===== src/design/bdd_pkg.sv =====
// Shared constants and types of the block domain decomposer.
package bdd_pkg;
  localparam int MAX_PARTS  = 1024;
  localparam int COORD_BITS = 17;
  localparam int PART_W     = 11;
  localparam int RANK_W     = 10;
  localparam int DIV_NW     = 33;
  localparam int DIV_DW     = 17;
  localparam int DIV_CW     = 6;
  localparam logic [1:0] CFG_X = 2'd0;
  localparam logic [1:0] CFG_Y = 2'd1;
  localparam logic [1:0] CFG_P = 2'd2;
  localparam logic [31:0] HUNDREDTH_Q32 = 32'd42949673;
  localparam logic [17:0] ONE_Q16 = 18'd65536;

  typedef struct packed {
    logic              start;
    logic [DIV_NW-1:0] num;
    logic [DIV_DW-1:0] den;
    logic [DIV_CW-1:0] nbits;
  } div_req_t;

  typedef struct packed {
    logic              done;
    logic [DIV_NW-1:0] quo;
    logic [DIV_DW-1:0] rem;
  } div_rsp_t;
endpackage


===== src/design/bdd_div.sv =====
// Restoring divider that retires one quotient bit per cycle.
module bdd_div
  import bdd_pkg::*;
(
  input  logic     clk,
  input  logic     rst_n,
  input  div_req_t req,
  output div_rsp_t rsp
);
  logic              busy_r, busy_nxt, done_r, done_nxt;
  logic [DIV_NW-1:0] num_r, num_nxt, quo_r, quo_nxt;
  logic [DIV_DW-1:0] rem_r, rem_nxt, den_r, den_nxt;
  logic [DIV_CW-1:0] cnt_r, cnt_nxt;
  logic [DIV_DW:0]   trial;
  logic [DIV_CW-1:0] shamt;

  always_comb begin
    trial    = {rem_r, num_r[DIV_NW-1]};
    shamt    = DIV_CW'(DIV_NW) - req.nbits;
    busy_nxt = busy_r;
    done_nxt = 1'b0;
    num_nxt  = num_r;
    quo_nxt  = quo_r;
    rem_nxt  = rem_r;
    den_nxt  = den_r;
    cnt_nxt  = cnt_r;
    if (req.start) begin
      num_nxt  = req.num << shamt;
      den_nxt  = req.den;
      quo_nxt  = '0;
      rem_nxt  = '0;
      cnt_nxt  = req.nbits;
      busy_nxt = 1'b1;
    end else if (busy_r) begin
      num_nxt = num_r << 1;
      if (trial >= {1'b0, den_r}) begin
        rem_nxt = DIV_DW'(trial - {1'b0, den_r});
        quo_nxt = {quo_r[DIV_NW-2:0], 1'b1};
      end else begin
        rem_nxt = trial[DIV_DW-1:0];
        quo_nxt = {quo_r[DIV_NW-2:0], 1'b0};
      end
      cnt_nxt = cnt_r - 1'b1;
      if (cnt_r == DIV_CW'(1)) begin
        busy_nxt = 1'b0;
        done_nxt = 1'b1;
      end
    end
  end

  always_ff @(posedge clk) begin
    if (!rst_n) begin
      busy_r <= 1'b0;
      done_r <= 1'b0;
      cnt_r  <= '0;
    end else begin
      busy_r <= busy_nxt;
      done_r <= done_nxt;
      cnt_r  <= cnt_nxt;
    end
    num_r <= num_nxt;
    quo_r <= quo_nxt;
    rem_r <= rem_nxt;
    den_r <= den_nxt;
  end

  assign rsp = '{done: done_r, quo: quo_r, rem: rem_r};
endmodule


===== config.mk =====
export PLATFORM = sky130hd
export DESIGN_NAME = bdd_div
export DESIGN_NICKNAME = d
export VERILOG_FILES = /design/src/design/bdd_pkg.sv /design/src/design/bdd_div.sv
export SDC_FILE = /design/constraint.sdc
export NUM_CORES = 1
export LEC_CHECK = 0
export BUFFER_PORTS_ARGS = -buffer_cell sky130_fd_sc_hd__buf_4
export CELL_PAD_IN_SITES_DETAIL_PLACEMENT = 0
export CELL_PAD_IN_SITES_GLOBAL_PLACEMENT = 1
export CORE_AREA = 5 5 123 125
export CTS_BUF_LIST = sky130_fd_sc_hd__clkbuf_4 sky130_fd_sc_hd__clkbuf_8
export DETAILED_ROUTE_END_ITERATION = 8
export DIE_AREA = 0 0 128 130
export PLACE_DENSITY_LB_ADDON = 0.1
export SKIP_LAST_GASP = 1
export SLEW_MARGIN = 25
export SYNTH_ARGS = -nofsm -noshare
export SYNTH_HDL_FRONTEND = slang
export SYNTH_SLANG_ARGS = --single-unit
export TNS_END_PERCENT = 100

===== constraint.sdc =====
create_clock -name clk -period 5.5 [get_ports clk]
set_input_delay 1.1 -clock clk [delete_from_list [all_inputs] [get_ports clk]]
set_output_delay 1.1 -clock clk [all_outputs]
set_load 0.005 [all_outputs]

After elaboration in Yosys (flattened, before gate mapping)
Index checks and enable logic that the tools add are counted.

Input port bits: 59. Bits in registers: 108. Word-level logic and storage cells: 27. Output and inout port bits: 51.

Shift-type cells: 1. $add $sub $neg: 3. Multiplexer cells: 10. $lt $le $gt $ge: 1. Equal/unequal tests: 1. Bitwise logic cells: 2. Reduce and logical (&&, ||, !) cells: 2.

Operators by type and width (count): $mux 33 (2); $shl 33x6->33 (1); $ge 18x17->1 (1); $mux 17 (1); $sub 17x17->17 (1); $mux 6 (2); $eq 6x1->1 const B (1); $sub 6x1->6 const B (1); $sub 6x6->6 const A (1); $mux 1 (5); $reduce_or 3->1 (1); $not 1->1 (2); $reduce_bool 2->1 (1).

Longest topological paths before layout
Gate-level depths: netlist of run 1.

Word-level depth: 4. Mapped depth: 13. Depth with buffers taken out: 11.

Worst setup path after synthesis of run 1
Ideal clock, no wire load.

Path type: input-to-reg. From: in req[1] (netlist bit). To: reg num_r[17] (data pin). Path buffers: 5. Data required time: 5225 ps. Stages on the path: 10. Slack: 2029 ps. Data arrival time: 3195 ps. Setup time: 275 ps. Cell sequence: buf_4 -> buf_6 -> inv_1 -> buf_2 -> ha_1 -> xor2_1 -> clkbuf_1 -> clkbuf_1 -> mux2i_1 -> o221ai_1.

Longest elaborated chain between the ends: 3.

RTL lines: start: declaration (RTL line bdd_div.sv:7) `input div_req_t req,`; $sub 6x6->6 (RTL line bdd_div.sv:19) `shamt = DIV_CW'(DIV_NW) - req.nbits;`; $shl 33x6->33 (RTL line bdd_div.sv:28) `num_nxt = req.num << shamt;`; $mux 33 (RTL line bdd_div.sv:27) `if (req.start) begin`; named net num_nxt[17] (RTL line bdd_div.sv:11) `logic [DIV_NW-1:0] num_r, num_nxt, quo_r, quo_nxt;`; end signal: assignment (RTL line bdd_div.sv:61) `num_r <= num_nxt;`; end: declaration (RTL line bdd_div.sv:11).

The timed path passes the listed nets, and every way through them passes these cells. A chain may end at the register's enable or synchronous reset.

Worst setup path after layout of run 1
From: in req[1] (netlist bit). To: reg num_r[32] (data pin).

The elaborated chain is that of the path after synthesis.

==> summary.txt, run 1 <==
Status
  • Status: complete, no violations

Layout
  • Area added between synthesis and finish: 16.2%
  • Layout cells sized above 1: 0.257
  • Register area: 2670 µm²
  • Antenna diodes: 0
  • FILL cells: 1285
  • Footprint of the multi-input gates: 3700 µm²
  • Layout Nets: 815

Detailed routing
  • Via-per-instance ratio: 5.71
  • Vias: 5255
  • DRC Markers: 0
  • Metal3 WL: 765 µm
  • Avg WL per Cell: 17.8 µm
  • Drt total wl: 16400 µm
  • Routed Antenna Nets: 0
  • Routed wl met2: 8370 µm
  • Met1 wire length: 6900 µm
  • Initial DRT Pass Iterations: 5
  • Initial DRC Count: 329
  • Highest metal used: met4

Die
  • Die span in x: 128 µm
  • Core Region: 13800 µm²
  • # rows: 43
  • Die area: 16600 µm²
  • Die Height: 130 µm
  • Initial Util: 0.485
  • I/O pin count: 110

STA
  • Final slew viol count: 0
  • Setup Skew: 0.0122 ns
  • Max Freq: 281 MHz
  • Slew margin rel.: 0.485
  • Tcrit/Tclk final: 0.648
  • Setup TNS: 0 ns
  • Endpoints failing hold: 0
  • Worst Tran Pin Value: 0.772 ns
  • Final Setup Violations: 0
  • Post-route minimum period: 3.56 ns
  • Unrepaired setup endpoints after global routing: no

Setup path
  • Critical Path Sink Type: register
  • Crit path launch: req[1]
  • Arrival time of the worst setup path: 3.70 ns
  • WS Path Type: input pin to register
  • Worst reg2reg path depth: 11
  • Critical Path RT: 5.64 ns
  • Worst setup SP type: input pin
  • Worst r2r src: num_r[32]
  • Crit path max fanout: 37

Global routing
  • Initial antenna violation count: 0
  • Largest net degree at the start of global routing: 61
  • Vias in the first global route: 5218
  • First-pass GRT wire length: 26400 µm
  • GRT overflow: 0
  • Total global-route track usage: 0.197

Logic synthesis
  • Post-synth top area share: 0.225
  • Register area share after synthesis: 0.398
  • Largest family of logic cells by synthesized area: multiplexers
  • Largest area contributor in the netlist: edfxtp_1
  • XOR/XNOR share of the synthesized area: 0.0236
  • Mean Syn Cell Area: 10.3 µm²
  • Seq cells post-synth: 108
  • Adder and majority gate portion of the synthesized area: 0.0404
  • YS warnings: 0
  • Synth area leaders: edfxtp_1 22%, dfxtp_1 17%, mux2i_1 11%
  • Post-synthesis cell count: 651
  • Synth Cell Area: 6680 µm²
  • Post-Synthesis Net Count: 731
  • Synth unique cells: 62
  • Synth Area in Compound Gates: 0.153
  • Multiplexer share of the synthesized area: 0.217
  • Simple-gate share of the synthesized area: 0.119
  • Primary FF master, synth: dfxtp_1
  • EDFF count, synth: 50
  • Async SR Flop Fraction: 0

Clock network
  • CTS Hold Bufs: 0
  • Post_cts resized: 0
  • Clock root cell: clkbuf_8
  • Clock-pin slew on the worst setup and hold paths: 0.10 ns
  • H-tree Lvls: 3
  • Longest Clk Path Bufs: 2
  • Postcts setup bufs: 0
  • CTS tree: yes
  • Skew-Pair Late Insertion Delay: 0.39 ns
  • CTS Sinks: 108
  • Total CTS buffers: 9

Place
  • DP HPWL: 12200 µm
  • Buffers on Ports: 109
  • Placer Congestion: 0.976

Hold path
  • WHS Path Cells: 2
  • Hold crit path type: register to register
  • Hold Startpoint: quo_r[0]

Pwr
  • Internal power: 1330 µW
  • Leak: 0.00323 µW
  • Power per cell area: 250 nW/µm²
  • Peak supply drop: 0.192 mV
  • Total power: 1940 µW
  • Clock power share: 0.244
  • Sw frac: 0.317
  • Psw: 617 µW
  • Comb pwr share: 0.273
  • Register share of total power: 0.484

Run
  • Max Cap Viol: 0
cells in the mapped netlist (all sizes together) (5+ instances only):
| cell type | number |
|---|---|
| a211oi | 15 |
| a21o | 9 |
| a21oi | 29 |
| a31oi | 5 |
| and2 | 7 |
| buf | 20 |
| clkbuf | 24 |
| dfxtp | 58 |
| edfxtp | 50 |
| ha | 20 |
| inv | 29 |
| mux2 | 17 |
| mux2i | 74 |
| mux4 | 23 |
| nand2 | 44 |
| nand2b | 5 |
| nand3 | 11 |
| nand4 | 6 |
| nor2 | 78 |
| nor2b | 5 |
| nor3 | 10 |
| o211ai | 5 |
| o21ai | 19 |
| o221ai | 8 |
| o2bb2ai | 22 |
| xnor2 | 12 |
| xor2 | 6 |
layer usage:
layer  vias to the layer above  global-route usage
li1                       2587                   -
met1                      2505               0.241
met2                       135               0.350
met3                        28              0.0401
met4                         0              0.0599
met5                         -                   0
metrics by stage:
step | cells | utilization | setup slack, ns | area [µm²] | hold slack [ns]
final | 920 | 0.564 | 1.94 | 7770 | 0.520
after global routing | 920 | 0.564 | 1.71 | 7770 | 0.544
after CTS | 920 | 0.564 | 1.94 | 7770 | 0.523
after detailed placement | 904 | 0.550 | 1.51 | 7580 | 0.495
after global placement | 904 | 0.550 | 1.60 | 7580 | 0.476
after floorplan | 651 | - | 2.03 | 6680 | 0.485
layout by cell type (no fill, tap or decap), drive strengths merged, types with 3 or more instances in the layout:
master	synthesis	routed
a31oi	5	5
mux4	23	23
a211oi	15	15
o221ai	8	8
ha	20	20
a41oi	3	3
edfxtp	50	50
dfxtp	58	58
nand4	6	6
o31ai	3	3
inv	29	33
or2	3	3
nand2	44	44
o2bb2ai	22	22
o21a	3	3
mux2i	74	74
nor3	10	10
o21ai	19	19
xnor2	12	12
xor2	6	6
nor2b	5	5
o211ai	5	5
a21o	9	9
nand3	11	11
clkbuf	24	10
a311oi	3	3
and2	7	7
nand2b	5	5
nor2	78	78
mux2	17	17
buf	20	117
a21oi	29	29
logic make-up (layout without fill, tap and decap cells):
kind of cell	Yosys count	in the layout
and+or+nand+nor	177	177
AOI/OAI and AO/OA	140	140
muxes	114	114
DFF	108	108
buffers and inverters	73	162
adders and majority gates	21	21
xor gates and xnor gates	18	18
power groups by stage:
stage | Combinational, µW | Clock [µW] | Sequential, µW
final | 530 | 474 | 940
after global routing | 581 | 522 | 948
after floorplan | 386 | 0 | 945
after CTS | 531 | 493 | 941
after detailed placement | 528 | 0 | 959
after global placement | 521 | 0 | 958
final timing paths:
check	to	slack, ns
max	num_r[32]	1.94
min	quo_r[0]	0.52
max reg2reg	rem_r[10]	2.59
min reg2reg	quo_r[0]	0.52
cell type report:
cell class | count | share of cell area
repair buffers | 117 | 0.113
multi-input cells | 470 | 0.477
inverters | 29 | 0.0140
well taps | 180 | 0.0290
clock inverters | 6 | 0.00693
flip-flops and latches | 108 | 0.343
clock buffers | 10 | 0.0169
registers in the layout (all words and copies together), names as in the netlist:
name    cells
num_r      33
quo_r      33
den_r      17
rem_r      17
cnt_r       6
busy_r      1
done_r      1
critical path: stages:
cell and delay, ns:
buf_4 0.39, inv_1 0.32, ha_1 0.52, inv_1 0.12, buf_4 0.26, mux4_2 0.52, mux2i_1 0.16, nor2_1 0.06
a31oi_1 0.16, a21oi_1 0.08
(Power assumes the default switching activity.)
==> run 2: changes to the inputs <==
--- a/config.mk
+++ b/config.mk
@@ -5,13 +5,14 @@
 export SDC_FILE = /design/constraint.sdc
 export NUM_CORES = 1
 export LEC_CHECK = 0
+export ABC_AREA = 1
 export BUFFER_PORTS_ARGS = -buffer_cell sky130_fd_sc_hd__buf_4
 export CELL_PAD_IN_SITES_DETAIL_PLACEMENT = 0
 export CELL_PAD_IN_SITES_GLOBAL_PLACEMENT = 1
-export CORE_AREA = 5 5 123 125
+export CORE_AREA = 5 5 141 143
 export CTS_BUF_LIST = sky130_fd_sc_hd__clkbuf_4 sky130_fd_sc_hd__clkbuf_8
 export DETAILED_ROUTE_END_ITERATION = 8
-export DIE_AREA = 0 0 128 130
+export DIE_AREA = 0 0 146 148
 export PLACE_DENSITY_LB_ADDON = 0.1
 export SKIP_LAST_GASP = 1
 export SLEW_MARGIN = 25
==> constraint.sdc (replaced) <==
create_clock -name clk -period 3.1 [get_ports clk]
set_input_delay 0.62 -clock clk [delete_from_list [all_inputs] [get_ports clk]]
set_output_delay 0.62 -clock clk [all_outputs]
set_load 0.005 [all_outputs]
==> summary.txt, run 2 <==
Layout
  • FILL cells: 1990 (+55%)
  • Footprint of the multi-input gates: 3510 µm² (-5.1%)
  • Register area: 2660 µm² (-0.14%)
  • Post-Route Utilization: 0.436 (-0.128)
  • Layout Nets: 1122 (+38%)
  • Most common cell after layout, fill and taps aside: nand2_1
  • Layout cells sized above 1: 0.169 (-0.0877)
  • Top flop regs: num_r: 33 flops, quo_r: 33 flops
  • Area added between synthesis and finish: 17.2%
  • Antenna diodes: 0 (unchanged)
  • Finished Layout Cells: 1281 (+39%)
  • Commonest non-fill, non-tap cells in the layout: 281 x nand2_1, 163 x nand3_1, 123 x buf_4

Clock network
  • Post_cts resized: 0 (unchanged)
  • Clock root cell: clkbuf_8
  • Postcts setup bufs: 0 (unchanged)
  • Skew-Pair Late Insertion Delay: 0.38 ns (about the same)
  • Longest Clk Path Bufs: 2 (unchanged)
  • H-tree Lvls: 3 (unchanged)
  • CTS Hold Bufs: 0 (unchanged)
  • CTS Sinks: 108 (unchanged)
  • Clock-pin slew on the worst setup and hold paths: 0.12 ns (+0.02 ns)
  • Total CTS buffers: 9 (unchanged)
  • CTS tree: yes

Place
  • Setup WS pre-CTS: 0.509 ns (-0.997 ns)
  • DP HPWL: 15400 µm (+26%)
  • Placed cells: 1265 (+40%)
  • Buffers on Ports: 109 (unchanged)
  • Placer Congestion: 0.853 (-13%)

Pwr
  • Psw: 1020 µW (+65%)
  • Power per cell area: 396 nW/µm² (+58%)
  • Peak supply drop: 0.200 mV (+4.1%)
  • Leak: 0.00375 µW (+16%)
  • Register share of total power: 0.507 (+0.023)
  • Sw frac: 0.319 (+0.00193)
  • Internal power: 2170 µW (+63%)
  • Comb pwr share: 0.214 (-0.059)
  • Clock power share: 0.278 (+0.034)

Die
  • I/O pin count: 110 (unchanged)
  • Die Height: 148 µm (+14%)
  • Initial Util: 0.371 (-0.114)
  • Core Region: 18500 µm² (+34%)
  • Die span in x: 146 µm (+14%)
  • # rows: 50 (+16%)
  • Die area: 21600 µm² (+30%)

Setup path
  • Worst setup SP type: register
  • Critical Path RT: 3.40 ns (-2.24 ns)
  • WS Path Type: register to register
  • Critical Path Sink Type: register
  • Crit path max fanout: 17 (-54%)
  • Worst r2r src: num_r[32]
  • Setup slack, reg-to-reg: 0.78 ns (-1.81 ns)
  • Worst reg2reg path depth: 12 (+1)
  • Arrival time of the worst setup path: 2.61 ns (-1.09 ns)
  • R2R Path End: rem_r[14]

Logic synthesis
  • Async SR Flop Fraction: 0 (unchanged)
  • Synth Cell Area: 6860 µm² (+2.6%)
  • Synth unique cells: 45 (-27%)
  • Primary FF master, synth: dfxtp_1
  • Mean Syn Cell Area: 7.17 µm² (-30%)
  • Post-synthesis cell count: 956 (+47%)
  • Post-Synthesis Net Count: 1036 (+42%)
  • EDFF count, synth: 50 (unchanged)
  • YS warnings: 0 (unchanged)
  • Register area share after synthesis: 0.388 (-0.00996)
  • Post-synth top area share: 0.219 (-0.00562)
  • Largest area contributor in the netlist: edfxtp_1
  • Seq cells post-synth: 108 (unchanged)
  • Commonest cells in the netlist: 281 x nand2_1, 163 x nand3_1, 106 x inv_1
  • Synth area leaders: edfxtp_1 22%, dfxtp_1 17%, nand2_1 15%
  • Top-count cell post-synth: nand2_1

Hold path
  • Hold crit path type: input pin to register
  • Hold Path End: den_r[7]
  • WHS Path Cells: 1 (-1)
  • Hold Startpoint: req[13]

Detailed routing
  • DRC Markers: 0 (unchanged)
  • Routed Antenna Nets: 0 (unchanged)
  • Vias: 6502 (+24%)
  • Via-per-instance ratio: 5.08 (-11%)
  • Avg WL per Cell: 16.0 µm (-9.8%)
  • Initial DRC Count: 319 (-3.0%)
  • Initial DRT Pass Iterations: 4 (-1)
  • Drt total wl: 20600 µm (+26%)

STA
  • Tcrit/Tclk final: 0.748
  • Setup TNS: 0 ns (unchanged)
  • Slew margin rel.: 0.461 (-0.0243)
  • Unrepaired setup endpoints after global routing: no
  • Setup Skew: 0.0204 ns (+0.00824 ns)
  • Worst Tran Pin Value: 0.808 ns (+0.0356 ns)
  • Endpoints failing hold: 0 (unchanged)
  • Worst setup margin: 0.782 ns (-1.15 ns)
  • Max Freq: 431 MHz
  • Final Setup Violations: 0 (unchanged)
  • Post-route minimum period: 2.32 ns
  • Final slew viol count: 0 (unchanged)

Global routing
  • Initial antenna violation count: 0 (unchanged)
  • Total global-route track usage: 0.189 (-0.00803)
  • First-pass GRT wire length: 33000 µm (+25%)
  • GRT overflow: 0 (unchanged)
  • Vias in the first global route: 6375 (+22%)
  • Largest net degree at the start of global routing: 49 (-20%)

Status
  • Status: complete, no violations

Run
  • Max Cap Viol: 0 (unchanged)
-- run 2: cell types whose count changed after synthesis, moves of 30 or more --
cell	before	now
mux2i_1	74	2
nand3_1	11	163
nor2_1	78	30
o22ai_1	2	32
nand2_1	43	281
inv_1	29	106
-- run 2: per-stage QoR --
| step | area [µm²] | hold slack [ns] | total power, µW |
|---|---|---|---|
| 4_1_cts | 8040 | 0.378 | 3230 |
| 6_report | 8040 | 0.403 | 3180 |
| 2_1_floorplan | 6860 | 0.444 | 2100 |
| 3_5_place_dp | 7840 | 0.452 | 2330 |
| 3_3_place_gp | 7840 | 0.444 | 2340 |
| 5_1_grt | 8040 | 0.371 | 3370 |
-- run 2: per-layer routing --
metal	vias up	part of all wire	track usage
met2	94	0.53	0.367
met4	0	0.014	0.0437
li1	3369	-	-
met5	-	0	0
met1	3022	0.42	0.216
met3	17	0.030	0.0291
-- run 2: cell families (layout without fill, tap and decap cells) --
group	Yosys count	count (layout)	synth area share
AOI/OAI and AO/OA	133	133	0.119
xor gates and xnor gates	11	11	0.0141
adders and majority gates	21	21	0.0394
buffers and inverters	162	253	0.0989
DFF	108	108	0.388
muxes	2	2	0.00292
and+or+nand+nor	519	519	0.337
-- run 2: critical path, stage by stage (launching register included) --
cell and delay, ns:
edfxtp_1 0.38, inv_1 0.08, ha_1 0.14, inv_1 0.07, fa_1 0.44, nand3_1 0.11
nand3_1 0.18, nand2_4 0.29, nand2_8 0.15, nand2_1 0.17, nand2_1 0.10, nand2_1 0.07
nand2_1 0.04
-- run 2: worst max-delay path by stage --
stage / depth (start not counted) / startpoint / slack [ns] / end
4_1_cts: 12 / num_r[32] / 0.77 / rem_r[14]
3_5_place_dp: 10 / req[2] / 0.51 / num_r[20]
3_3_place_gp: 9 / req[0] / 0.51 / num_r[31]
6_report: 12 / num_r[32] / 0.78 / rem_r[14]
5_1_grt: 12 / num_r[32] / 0.61 / rem_r[16]
2_1_floorplan: 11 / req[1] / 0.47 / num_r[25]
-- run 2: final cells by class --
cell class,instances,area share
inverter,113,0.0528
tap,234,0.0364
sequential,108,0.331
clock inverter,6,0.00778
clock buffer,10,0.0171
timing repair buffer,124,0.117
multi-input combinational,686,0.437
-- run 2: power by group through the flow --
stage                     Clock, µW  Combinational, µW  Sequential (µW)
final                           886                682             1620
after global routing            980                763             1630
after CTS                       926                689             1620
after detailed placement          0                686             1650
after global placement            0                689             1650
after floorplan                   0                463             1640
